`src/rtl/core/tds_pkg.sv`:
```
// shared types and constants of the tridiagonal system solver
package tds_pkg;

  typedef struct packed {
    logic signed [31:0] sub_diag;
    logic signed [31:0] main_diag;
    logic signed [31:0] super_diag;
    logic signed [31:0] rhs;
    logic               last_row;
  } row_in_t;

  typedef struct packed {
    logic [5:0]         row_index;
    logic signed [31:0] solution;
    logic               final_result;
    logic [1:0]         status;
  } row_out_t;

  localparam logic [1:0] StatusOk   = 2'd0;
  localparam logic [1:0] StatusZero = 2'd1;
  localparam logic [1:0] StatusSat  = 2'd2;

  localparam logic signed [31:0] SatMax = 32'sh7fffffff;
  localparam logic signed [31:0] SatMin = 32'sh80000000;

  // saturate a 66 bit signed value to 32 bits
  function automatic logic signed [31:0] sat32(input logic signed [65:0] v);
    logic signed [31:0] r;
    begin
      if (v > 66'sd2147483647) r = SatMax;
      else if (v < -66'sd2147483648) r = SatMin;
      else r = v[31:0];
      return r;
    end
  endfunction

  function automatic logic clips(input logic signed [65:0] v);
    return (v > 66'sd2147483647) || (v < -66'sd2147483648);
  endfunction

endpackage

```
`src/rtl/core/tds_div.sv`:
```
// iterative signed divider: floor-free truncating quotient of (num << frac) / den
module tds_div import tds_pkg::*; #(
  parameter int FracBits = 16
) (
  input  logic               clk_i,
  input  logic               rst_ni,
  input  logic               start_i,
  input  logic signed [31:0] num_i,
  input  logic signed [31:0] den_i,
  output logic               done_o,
  output logic signed [31:0] quot_o,
  output logic               sat_o
);
  localparam int NumW = 32 + FracBits;
  localparam int CntW = $clog2(NumW + 1);

  logic [NumW-1:0] rem_num_q, rem_num_d;
  logic [32:0]     part_q, part_d;
  logic [31:0]     den_mag_q;
  logic [NumW-1:0] quo_q, quo_d;
  logic            neg_q, busy_q;
  logic [CntW-1:0] cnt_q;
  logic [33:0]     trial;
  logic [NumW:0]   sq;

  always_comb begin
    trial = {part_q, rem_num_q[NumW-1]} - {2'b00, den_mag_q};
    if (!trial[33]) begin
      part_d = trial[32:0];
      quo_d  = {quo_q[NumW-2:0], 1'b1};
    end else begin
      part_d = {part_q[31:0], rem_num_q[NumW-1]};
      quo_d  = {quo_q[NumW-2:0], 1'b0};
    end
    rem_num_d = {rem_num_q[NumW-2:0], 1'b0};
    sq = neg_q ? -{1'b0, quo_q} : {1'b0, quo_q};
  end

  always_ff @(posedge clk_i or negedge rst_ni) begin
    if (!rst_ni) begin
      busy_q <= 1'b0;
      done_o <= 1'b0;
      cnt_q  <= '0;
    end else begin
      done_o <= 1'b0;
      if (start_i) begin
        busy_q <= 1'b1;
        cnt_q  <= CntW'(NumW);
      end else if (busy_q) begin
        if (cnt_q == '0) begin
          busy_q <= 1'b0;
          done_o <= 1'b1;
        end else begin
          cnt_q <= cnt_q - 1'b1;
        end
      end
    end
  end

  always_ff @(posedge clk_i) begin
    if (start_i) begin
      rem_num_q <= NumW'(num_i[31] ? -{{FracBits{num_i[31]}}, num_i}
                                   : {{FracBits{1'b0}}, num_i}) << FracBits;
      den_mag_q <= den_i[31] ? 32'(-den_i) : 32'(den_i);
      neg_q     <= num_i[31] ^ den_i[31];
      part_q    <= '0;
      quo_q     <= '0;
    end else if (busy_q && cnt_q != '0) begin
      rem_num_q <= rem_num_d;
      part_q    <= part_d;
      quo_q     <= quo_d;
    end
    if (busy_q && cnt_q == '0) begin
      sat_o  <= clips(66'(signed'(sq)));
      quot_o <= sat32(66'(signed'(sq)));
    end
  end
endmodule

```
`config.mk`:
```
export PLATFORM = sky130hd
export DESIGN_NAME = tds_div
export DESIGN_NICKNAME = d
export VERILOG_FILES = /design/src/rtl/core/tds_pkg.sv /design/src/rtl/core/tds_div.sv
export SDC_FILE = /design/constraint.sdc
export NUM_CORES = 1
export LEC_CHECK = 0
export BUFFER_PORTS_ARGS = -buffer_cell sky130_fd_sc_hd__buf_4
export CORE_MARGIN = 2
export CORE_UTILIZATION = 50
export DETAILED_ROUTE_END_ITERATION = 6
export PLACE_DENSITY_LB_ADDON = 0.15
export SYNTH_ARGS = -nofsm -noshare
export SYNTH_HDL_FRONTEND = slang
export SYNTH_SLANG_ARGS = --single-unit
export TNS_END_PERCENT = 100
```
`constraint.sdc`:
```
create_clock -name clk_i -period 4.7 [get_ports clk_i]
set_input_delay 0.705 -clock clk_i [delete_from_list [all_inputs] [get_ports clk_i]]
set_output_delay 0.705 -clock clk_i [all_outputs]
set_load 0.005 [all_outputs]
```
== Word-level counts from Yosys, hierarchy flattened ==
Cells that the tools add are included.

* Bits in registers: 187
* Output and inout port bits: 34
* Input bits: 67

* Reduce and logical (&&, ||, !) cells: 8
* Order comparisons: 2
* Equal/unequal tests: 1
* $add $sub $neg: 5
* Bitwise operators: 1
* Mux-type cells: 17

{| class="wikitable"
|+ Operators with widths
! cell !! number
|-
| 2-to-1 mux 48 bit || 2
|-
| 2-to-1 mux 32 bit || 2
|-
| negation 32 bit || 2
|-
| greater-than comparator 49 x 32 -> 1 bit, second input constant || 1
|-
| < comparator 49 x 32 -> 1 bit, second input constant || 1
|-
| 2-to-1 mux 49 bit || 1
|-
| negation 48 -> 49 bit || 1
|-
| subtractor 34 x 32 -> 34 bit || 1
|-
| 2-to-1 mux 33 bit || 1
|-
| 2-to-1 mux 31 bit || 1
|-
| 2-to-1 mux 6 bit || 3
|-
| 2-to-1 mux 1 bit || 7
|-
| logical NOT 6 bit || 1
|-
| nonzero test 6 bit || 1
|-
| subtractor 6 x 1 -> 6 bit, second input constant || 1
|-
| nonzero test 2 bit || 2
|-
| logical AND 1 bit || 2
|-
| inequality test 2 bit, second input constant || 1
|-
| AND reduction 2 bit || 1
|-
| logical OR 1 bit || 1
|-
| XOR 1 bit || 1
|}

== Longest topological paths before layout ==
Gate-level depths: netlist of run 1.

* Depth after elaboration: 4
* Depth in mapped cells: 13

== Worst setup path before layout of run 1 ==
No wires, ideal clock.

* Path type: input port to flip-flop
* From: input den_i[5]
* To: register den_mag_q[29] (data pin)
* Stages: 9
* Path buffers: 0
* Data required time: 4.438 ns
* Arrival time: 3.630 ns
* Path slack: 0.808 ns
* Cells stage by stage: or4_1 > or3_1 > or4_1 > nand2b_1 > or4_1 > or4_1 > nand2b_1 > o31ai_1 > xnor2_1

* Word-level cells in the longest chain between the ends: 2

{| class="wikitable"
|+ Ends and longest elaborated chain
! element !! line !! text
|-
| from (decl) || tds_div.sv:9 || <nowiki>input logic signed [31:0] den_i,</nowiki>
|-
| negation 32 bit || tds_div.sv:64 || <nowiki>den_mag_q <= den_i[31] ? 32'(-den_i) : 32'(den_i);</nowiki>
|-
| 2-to-1 mux 31 bit || tds_div.sv:64 ||
|-
| to (signal assigned) || tds_div.sv:64 ||
|-
| to (decl) || tds_div.sv:19 || <nowiki>logic [31:0] den_mag_q;</nowiki>
|}

Every way passes these cells.
A chain may end at the register's enable or synchronous reset.

== Worst setup path in the final report of run 1 ==
* From: register quo_q[32]
* To: register quot_o[1] (data pin)

* Word-level cells in the longest chain between the ends: 4

{| class="wikitable"
|+ Ends and longest elaborated chain
! element !! line !! text
|-
| from (decl) || tds_div.sv:20 || <nowiki>logic [NumW-1:0] quo_q, quo_d;</nowiki>
|-
| from (signal assigned) || tds_div.sv:71 || <nowiki>quo_q <= quo_d;</nowiki>
|-
| negation 48 -> 49 bit || tds_div.sv:36 || <nowiki>sq = neg_q ? -{1'b0, quo_q} : {1'b0, quo_q};</nowiki>
|-
| 2-to-1 mux 49 bit (*) || tds_div.sv:36 ||
|-
| < comparator 49 x 32 -> 1 bit || tds_pkg.sv:31 || <nowiki>else if (v < -66'sd2147483648) r = SatMin;</nowiki>
|-
| 2-to-1 mux 32 bit || tds_pkg.sv:31 ||
|-
| to (signal assigned) || tds_div.sv:75 || <nowiki>quot_o <= sat32(66'(signed'(sq)));</nowiki>
|-
| to (decl) || tds_div.sv:11 || <nowiki>output logic signed [31:0] quot_o,</nowiki>
|}

Mark *: on every way between the ends. The rest lies on a longest branch, timed or not.

==> results of run 1 <==
per-stage QoR:
stage,utilization (%),instance area [µm²],instances,power [mW]
CTS,57.4,12900,1637,5.04
detailed placement,54.6,12200,1605,3.54
finish,57.4,12900,1637,5.01
floorplan,-,11300,1280,3.25
global placement,54.6,12200,1605,3.50
global route,57.4,12900,1637,5.33
how the worst max path moves through the flow:
stage | startpoint | end | slack (ps)
2_1_floorplan | den_i[5] | den_mag_q[29] | 810
5_1_grt | quo_q[32] | quot_o[1] | 380
3_5_place_dp | den_i[5] | den_mag_q[29] | 450
4_1_cts | quo_q[32] | quot_o[1] | 560
3_3_place_gp | den_i[5] | den_mag_q[29] | 460
6_report | quo_q[32] | quot_o[1] | 550
sequential cells by signal, indices dropped and copies added (netlist names):
| name | flops |
|---|---|
| rem_num_q | 32 |
| done_o | 1 |
| part_q | 33 |
| neg_q | 1 |
| cnt_q | 6 |
| quot_o | 32 |
| quo_q | 48 |
| sat_o | 1 |
| den_mag_q | 32 |
| busy_q | 1 |
logic make-up (layout without fill, tap and decap cells):
kind of cell	count (synthesis)	in the layout	synth area share (%)
buffers and inverters	131	203	4.69
AO/OA/AOI/OAI	343	343	18.8
multiplexers	32	32	2.84
flip-flops	187	187	42.1
XOR/XNOR	131	131	10.1
AND/OR/NAND/NOR	419	419	17.3
adder cells (fa/ha/maj)	37	37	4.15
power by group through the flow:
stage | registers (mW) | logic [mW] | clock network, mW
after floorplan | 2.06 | 1.19 | 0
after global placement | 2.09 | 1.40 | 0
after detailed placement | 2.10 | 1.44 | 0
after CTS | 2.06 | 1.46 | 1.52
after global routing | 2.08 | 1.65 | 1.60
final | 2.06 | 1.45 | 1.50
layer usage:
metal	GRT usage [%]	vias to the layer above	part of all wire (%)
li1	-	4698	-
met4	5.07	0	1.3
met5	0	-	0
met1	27.9	4172	49
met2	31.8	173	46
met3	2.86	26	3.2
cells in the mapped netlist (all sizes together), types with 6 or more instances:
cell type	n
nand2	171
a21oi	119
edfxtp	98
nor2	97
o21ai	93
dfxtp	81
xor2	72
inv	59
xnor2	59
clkbuf	58
ha	36
mux2i	31
o31ai	27
a211oi	26
nor3	24
or4	21
nand2b	19
o41ai	19
nand3	17
or3	17
buf	13
nor4	12
dfrtp	8
nor2b	8
or2	8
a21o	7
a31oi	7
o211ai	7
o21a	6
area by class of cell:
class	instances	share of cell area (%)
Timing Repair Buffer	111	6.50
Inverter	60	1.75
Sequential cell	187	37.0
Tap cell	285	2.77
Multi-Input combinational cell	962	47.1
Clock buffer	19	3.60
Clock inverter	13	1.32
==> flow_metrics.env, run 1 <==
export IMPL_status="finished, final reports clean"
export IMPL_routabilityCongestion=0.845
export IMPL_powerDensity_nw_per_um2=389
export IMPL_path_class="flop to flop"
export IMPL_ctsLongestPathBuffers=2
export IMPL_grt_pass1_vias=8215
export IMPL_initial_core_util_pct=50.5
export IMPL_drtIter0Drc=529
export IMPL_post_place_ws_ps=450
export IMPL_worst_path_max_delay_cell="or4_4"
export IMPL_grt_max_degree=101
export IMPL_post_cts_resize_count=0
export IMPL_p_int_mw=3.37
export IMPL_synthTopCellsByArea="edfxtp_1 (26%), dfxtp_1 (14%), nand2_1 (5.7%)"
export IMPL_hold_buffers=0
export IMPL_path_buf_inv=1
export IMPL_reg2regPathDepth=10
export IMPL_cts_root_buffer="clkbuf_16"
export IMPL_rsz0062_at_grt="false"
export IMPL_min_period_over_period_pct=88.3
export IMPL_cp_start_kind="flop"
export IMPL_fmax_ghz=0.241
export IMPL_worstPathCellList="or4_4 -> or3_1 -> or3_1 -> o41ai_4 -> xor2_1 -> o2111ai_1 -> or4_4 -> o41ai_4 -> buf_4 -> o21ai_0"
export IMPL_clk_latency_ps=440
export IMPL_area_delta_synth_final_pct=13.7
export IMPL_multi_input_area_um2=6060
export IMPL_antenna_found_initial=0
export IMPL_wl_per_cell_um=14.1
export IMPL_critPathMaxFanout=32
export IMPL_die_area_um2=23900
export IMPL_worst_pin_slew_ps=1060
export IMPL_hold_viol=0
export IMPL_cp_slowest_stage_delay_ps=580
export IMPL_io_buffer_count=100
export IMPL_maxCapViolCount=0
export IMPL_die_width_um=155
export IMPL_gr_usage_all_layers_pct=19.7
export IMPL_end_kind="flop"
export IMPL_synthCells=1280
export IMPL_rows=55
export IMPL_fin_ws_ps=550
export IMPL_vdd_drop_max_v=0.000265
export IMPL_fillers=2039
export IMPL_cp_required_ps=4870
export IMPL_drc=0
export IMPL_antenna_left=0
export IMPL_dr_pass1_iters=5
export IMPL_grt_overflow=0
export IMPL_htreeDepth=4
export IMPL_ios=101
export IMPL_via_count=9069
export IMPL_cp_depth=10
export IMPL_clk_pin_slew_ps=80
export IMPL_ys_warn_count=0
export IMPL_cts_tree="built"
export IMPL_synth_net_count=1384
export IMPL_cts_sinks=187
export IMPL_layout_commonest_cell="nand2_1"
export IMPL_synth_area_per_cell_um2=8.85
export IMPL_routed_wl_um=23000
export IMPL_setup_violations=0
export IMPL_yosysTopAreaCellShare_pct=26.0
export IMPL_viasPerCell=5.54
export IMPL_fin_tns_setup_ps=0
export IMPL_max_slew_margin_rel_pct=29.1
export IMPL_synth_cell_types=66
export IMPL_slew_violations=0
export IMPL_power_leakage_nw=5.02
export IMPL_cp_arrival_ps=4320
export IMPL_synth_area_um2=11300
export IMPL_r2r_start="quo_q[32]"
export IMPL_drive_gt1_share_pct=12.1
export IMPL_final_seq_area_um2=4760
export IMPL_hold_path_class="input pin to asynchronous set/reset pin"
export IMPL_clock_skew_ps=15.0
export IMPL_async_flop_share_pct=4.28
export IMPL_layout_common_cells="nand2_1 (170), a21oi_1 (119), buf_4 (110), edfxtp_1 (98), nor2_1 (96)"
export IMPL_post_route_min_period_ps=4150
export IMPL_hold_ws_ps=66.6
export IMPL_synth_edf_count=98
export IMPL_ff2ff_setup_slack_ps=550
export IMPL_seq_power_share_pct=41.2
export IMPL_cts_buffers=17
export IMPL_synth_yosys_seq_area_share_pct=42.1
export IMPL_die_height_um=155
export IMPL_comb_power_share_pct=28.9
export IMPL_coreArea_um2=22400
export IMPL_cts_setup_buffers=0
export IMPL_p_clk_share_pct=29.9
export IMPL_finalNetCount=1443
export IMPL_grt_pass1_wl_um=39300
export IMPL_dpl_hpwl_um=15900
export IMPL_crit_family="simple AND/OR/NAND/NOR gates"
export IMPL_yosys_area_top_type="edfxtp_1"
export IMPL_switching_share_pct=32.8
export IMPL_synthFlopType="edfxtp_1"
export IMPL_reg2reg_to="quot_o[1]"
export IMPL_p_sw_mw=1.64
export IMPL_diodes=0
export IMPL_ys_seq_elements=187
No activity file was read; power rests on OpenSTA's default activity.
==> run 2: changes to the inputs <==
Settings changed: ABC_AREA set to 1.
==> run 2 against run 1 <==
Net effect: sequential share of layout area shrank 2.8 points; sequential cell count is the same; via count rose by 29%; critical path depth grew 6; register-to-register slack improved by 1100 ps; clock skew shrank 3.2 ps; critical path type unchanged; first-iteration DRC count up 86%; power rose by 26%; clock power decreased by 10%; hold slack better by 10 ps.
==> flow_metrics.env, run 2 <==
export IMPL_status="finished, final reports clean"
export IMPL_dpl_hpwl_um=24200
export IMPL_antenna_found_initial=0
export IMPL_viasPerCell=5.28
export IMPL_ys_warn_count=0
export IMPL_cts_tree="built"
export IMPL_die_area_um2=26100
export IMPL_cts_root_buffer="clkbuf_16"
export IMPL_synth_yosys_seq_area_share_pct=38.4
export IMPL_routabilityCongestion=1.00
export IMPL_synth_edf_count=98
export IMPL_die_height_um=162
export IMPL_ctsLongestPathBuffers=2
export IMPL_wl_met3_um=1840
export IMPL_end_kind="flop"
export IMPL_clock_skew_ps=11.8
export IMPL_via_count=11700
export IMPL_clk_latency_ps=440
export IMPL_cp_slowest_stage_delay_ps=590
export IMPL_die_width_um=162
export IMPL_rsz0062_at_grt="false"
export IMPL_worst_path_max_delay_cell="buf_4"
export IMPL_post_synth_top_count_cell="nand2_1"
export IMPL_top_register="quo_q"
export IMPL_post_route_min_period_ps=3090
export IMPL_synthCells=1810
export IMPL_cts_setup_buffers=0
export IMPL_fin_util_pct=57.2
export IMPL_cts_sinks=187
export IMPL_maxCapViolCount=0
export IMPL_drive_gt1_share_pct=8.42
export IMPL_cp_arrival_ps=3250
export IMPL_antenna_left=0
export IMPL_p_clk_share_pct=21.3
export IMPL_grt_overflow=0
export IMPL_layout_common_cells="nand2_1 (602), inv_1 (212), nor2_1 (200), nand3_1 (114), buf_4 (108)"
export IMPL_fmax_ghz=0.323
export IMPL_layout_commonest_cell="nand2_1"
export IMPL_largest_registers="quo_q: 48 flops, part_q: 33 flops"
export IMPL_hold_viol=0
export IMPL_highest_layer="met4"
export IMPL_cts_buffers=17
export IMPL_area_delta_synth_final_pct=12.0
export IMPL_placed_area_um2=13400
export IMPL_p_int_mw=3.64
export IMPL_fin_area_um2=13900
export IMPL_coreArea_um2=24300
export IMPL_p_sw_mw=2.69
export IMPL_synth_net_count=1914
export IMPL_critPathMaxFanout=74
export IMPL_cp_required_ps=4860
export IMPL_async_flop_share_pct=4.28
export IMPL_dr_pass1_iters=6
export IMPL_worst_pin_slew_ps=888
export IMPL_ios=101
export IMPL_largest_reg_flops=48
export IMPL_drtIter0Drc=982
export IMPL_worstPathCellList="buf_4 -> nand2_1 -> o21ai_0 -> nand2_1 -> nor2_1 -> nand2_1 -> inv_1 -> nand2_1 -> nor2_1 -> nand2_1 -> nor2_1 -> nand2_1 -> nor2_1 -> nand2_1 -> nand3_2 -> nand2_1"
export IMPL_cp_depth=16
export IMPL_ys_seq_elements=187
export IMPL_finalNetCount=1991
export IMPL_synth_area_um2=12400
export IMPL_grt_max_degree=75
export IMPL_yosys_area_top_type="edfxtp_1"
export IMPL_gr_usage_all_layers_pct=24.7
export IMPL_crit_top_cell="nand2_1"
export IMPL_synthFlopType="edfxtp_1"
export IMPL_hold_buffers=0
export IMPL_synth_top_cells_by_count="nand2_1 (602), inv_1 (213), nor2_1 (203)"
export IMPL_synthTopCellsByArea="edfxtp_1 (24%), nand2_1 (18%), dfxtp_1 (13%)"
export IMPL_routed_wl_um=31900
export IMPL_switching_share_pct=42.5
export IMPL_crit_family="simple AND/OR/NAND/NOR gates"
export IMPL_rows=57
export IMPL_hold_path_class="input pin to asynchronous set/reset pin"
export IMPL_reg2regPathDepth=16
export IMPL_synth_area_per_cell_um2=6.86
export IMPL_path_class="flop to flop"
export IMPL_io_buffer_count=100
export IMPL_diodes=0
export IMPL_setup_violations=0
export IMPL_comb_power_share_pct=45.3
export IMPL_cp_start_kind="flop"
export IMPL_met2_wirelength_um=14900
export IMPL_path_buf_inv=2
export IMPL_vdd_drop_max_v=0.000249
export IMPL_wl_per_cell_um=14.3
export IMPL_seq_power_share_pct=33.4
export IMPL_wl_met1_um=14300
export IMPL_post_cts_resize_count=0
export IMPL_max_slew_margin_rel_pct=40.2
export IMPL_power_leakage_nw=6.51
export IMPL_htreeDepth=4
export IMPL_synth_cell_types=40
export IMPL_min_period_over_period_pct=65.8
export IMPL_yosysTopAreaCellShare_pct=23.7
export IMPL_fillers=2372
export IMPL_drc=0
export IMPL_initial_core_util_pct=51.1
export IMPL_clk_pin_slew_ps=80
export IMPL_slew_violations=0
export IMPL_powerDensity_nw_per_um2=455
export IMPL_fin_tns_setup_ps=0
export IMPL_grt_pass1_vias=11100
export IMPL_grt_pass1_wl_um=52600
[run 2: cell families after synthesis]
family	count (synthesis)	share of synthesized area, %
compound gates	246	11.1
xor+xnor	78	5.50
fa+ha+maj	37	3.79
buf+inv	268	8.66
flops	187	38.4
simple gates	994	32.6
[run 2: per-stage QoR]
| stage | cells | hold slack, ps | worst slack (ps) | total power, mW |
|---|---|---|---|---|
| 2_1_floorplan | 1810 | 409 | 1970 | 4.35 |
| 3_3_place_gp | 2192 | 461 | 1680 | 4.94 |
| 3_5_place_dp | 2192 | 463 | 1630 | 4.97 |
| 4_1_cts | 2224 | 71.4 | 1650 | 6.33 |
| 5_1_grt | 2224 | 73.7 | 1250 | 6.86 |
| 6_report | 2224 | 76.7 | 1610 | 6.33 |
[run 2: final cells by class]
cell class,instances,area [µm²],area share [%]
clock buffer,19,433,3.11
timing repair buffer,108,811,5.83
tap,324,405,2.91
inverter,218,818,5.88
sequential,187,4760,34.2
multi-input combinational,1355,6590,47.3
clock inverter,13,95.1,0.683
[run 2: layer usage]
| metal | track usage, % | vias up |
|---|---|---|
| met5 | 0 | - |
| met4 | 8.05 | 0 |
| met3 | 4.24 | 70 |
| met2 | 42.1 | 385 |
| met1 | 32.0 | 5254 |
| li1 | - | 6028 |
[run 2: path summary, 6_finish.rpt]
kind	slack, ps	endpoint	start
setup / recovery	1610	quot_o[5]	neg_q
hold / removal	80	cnt_q[2]	rst_ni
hold reg to reg	470	part_q[11]	part_q[11]
max in group asynchronous	4480	cnt_q[1]	rst_ni
min in group clk_i	460	den_mag_q[0]	den_i[0]
setup reg to reg	1610	quot_o[5]	neg_q
[run 2: power by group through the flow]
stage	combinational, mW	sequential [mW]	clock, mW
2_1_floorplan	2.24	2.11	0
3_3_place_gp	2.80	2.14	0
3_5_place_dp	2.83	2.15	0
4_1_cts	2.84	2.11	1.37
5_1_grt	3.28	2.14	1.44
6_report	2.86	2.12	1.35
==> run 3: changes to the inputs <==
Clock period 4.7 ns to 3.1 ns, I/O delays scaled along.
==> run 3 against run 2 <==
Net effect: sequential power increased by 51%; power increased by 59%; sequential share of layout area decreased by 0.51 points; largest cell class unchanged; highest routed layer unchanged; maximum frequency increased by 14%; sequential cell count unchanged; die area unchanged.
==> flow_metrics.env, run 3 (same netlist as run 2, synthesis figures left out) <==
export IMPL_drc=0
export IMPL_ios=101
export IMPL_vdd_drop_max_v=0.000426
export IMPL_cts_setup_buffers=0
export IMPL_cts_tree="built"
export IMPL_post_route_min_period_ps=2720
export IMPL_antenna_left=0
export IMPL_antenna_found_initial=0
export IMPL_grt_pass1_vias=11100
export IMPL_via_count=11700
export IMPL_grt_max_degree=53
export IMPL_fin_tns_setup_ps=0
export IMPL_die_height_um=162
export IMPL_dr_pass1_iters=5
export IMPL_grt_pass1_wl_um=54000
export IMPL_rsz0062_at_grt="false"
export IMPL_cts_buffers=17
export IMPL_clk_pin_slew_ps=70
export IMPL_layout_commonest_cell="nand2_1"
export IMPL_setup_violations=0
export IMPL_post_place_ws_ps=299
export IMPL_top_register="quo_q"
export IMPL_routed_wl_um=32500
export IMPL_worst_path_max_delay_cell="fa_1"
export IMPL_slew_violations=0
export IMPL_cp_slowest_stage_delay_ps=420
export IMPL_io_buffer_count=100
export IMPL_initial_core_util_pct=51.1
export IMPL_finalNetCount=2001
export IMPL_end_kind="flop"
export IMPL_cts_root_buffer="clkbuf_16"
export IMPL_worst_pin_slew_ps=620
export IMPL_hold_ws_ps=223
export IMPL_hold_viol=0
export IMPL_path_class="flop to flop"
export IMPL_clock_skew_ps=17.7
export IMPL_worstPathCellList="inv_1 -> ha_1 -> fa_1 -> o21ai_0 -> a21oi_1 -> o21ai_0 -> buf_4 -> nand2_1 -> nand2_1 -> xnor2_1 -> nand2_1 -> nand3_1 -> o21ai_0"
export IMPL_crit_family="compound AO/OA/AOI/OAI gates"
export IMPL_cp_arrival_ps=3030
export IMPL_ctsLongestPathBuffers=2
export IMPL_cp_start_kind="flop"
export IMPL_viasPerCell=5.22
export IMPL_power_leakage_nw=6.63
export IMPL_max_slew_margin_rel_pct=58.3
export IMPL_fin_ws_ps=382
export IMPL_routabilityCongestion=0.973
export IMPL_critPathMaxFanout=4
export IMPL_die_area_um2=26100
export IMPL_coreArea_um2=24300
export IMPL_fillers=2375
export IMPL_htreeDepth=4
export IMPL_fin_util_pct=58.1
export IMPL_status="finished, final reports clean"
export IMPL_min_period_over_period_pct=87.7
export IMPL_cp_required_ps=3410
export IMPL_drtIter0Drc=891
export IMPL_diodes=0
export IMPL_gr_usage_all_layers_pct=25.6
export IMPL_maxCapViolCount=0
export IMPL_area_delta_synth_final_pct=13.7
export IMPL_drive_gt1_share_pct=9.06
export IMPL_grt_overflow=0
export IMPL_ff2ff_setup_slack_ps=380
export IMPL_dpl_hpwl_um=25000
export IMPL_cts_sinks=187
export IMPL_fmax_ghz=0.368
export IMPL_die_width_um=162
export IMPL_clk_latency_ps=450
export IMPL_wl_per_cell_um=14.5
export IMPL_largest_reg_flops=48
export IMPL_total_power_mw=10.0
export IMPL_rows=57
export IMPL_layout_common_cells="nand2_1 (602), inv_1 (212), nor2_1 (200), nand3_1 (114), buf_4 (114)"
export IMPL_largest_registers="quo_q: 48 flops, part_q: 33 flops"
export IMPL_powerDensity_nw_per_um2=711
export IMPL_hold_path_class="input pin to flop"
export IMPL_path_buf_inv=2
[run 3: cell count changes in the layout (fill, tap and decap cells not counted), sizes merged]
| cell | before | now |
|---|---|---|
| buf | 108 | 117 |
| bufinv | 0 | 2 |
| clkbuf | 19 | 17 |
| clkinv | 10 | 7 |
| clkinvlp | 3 | 2 |
| dlygate4sd3 | 0 | 1 |
| inv | 218 | 222 |
[run 3: metrics by stage]
stage / instance area [µm²] / cells
6_report: 14100 / 2234
5_1_grt: 14100 / 2234
4_1_cts: 14100 / 2234
3_5_place_dp: 13500 / 2201
3_3_place_gp: 13500 / 2201
2_1_floorplan: 12400 / 1810
[run 3: power by group]
part	switching [mW]	internal (mW)
clock network	1.09	1.24
registers	0.202	3.01
logic	2.92	1.58
[run 3: per-layer routing]
metal | GRT usage, % | up-vias | share of wire, %
met3 | 3.29 | 39 | 4.6
met1 | 33.0 | 5250 | 45
li1 | - | 6069 | -
met4 | 7.84 | 0 | 2.1
met5 | 0 | - | 0
met2 | 45.1 | 309 | 48
[run 3: cell type report]
cell class	count	area, µm²	area share (%)
flip-flops and latches	187	4760	33.7
well taps	324	405	2.87
clock buffers	17	425	3.01
inverters	218	818	5.79
repair buffers	118	926	6.55
multi-input cells	1355	6590	46.6
clock inverters	15	199	1.41
[run 3: worst register-to-register path, stage by stage (launching register included)]
cell	delay [ps]
edfxtp_1	340
inv_1	50
ha_1	230
fa_1	420
o21ai_0	380
a21oi_1	190
o21ai_0	280
buf_4	200
nand2_1	70
nand2_1	100
xnor2_1	130
nand2_1	70
nand3_1	60
o21ai_0	70
[run 3: worst paths after layout]
path | from | endpoint | cells past startpoint
min in group asynchronous | rst_ni | done_o | 2
setup / recovery | rem_num_q[47] | part_q[30] | 13
hold reg to reg | part_q[2] | part_q[2] | 2
setup reg to reg | rem_num_q[47] | part_q[30] | 13
max in group asynchronous | rst_ni | cnt_q[0] | 2
hold / removal | den_i[0] | den_mag_q[0] | 1
[run 3: what timing repair did]
item / 4_1_cts / 5_1_grt
resized for setup: 0 / 0
hold buffers: 1 / 0
hold endpoints to repair: 8 / 0
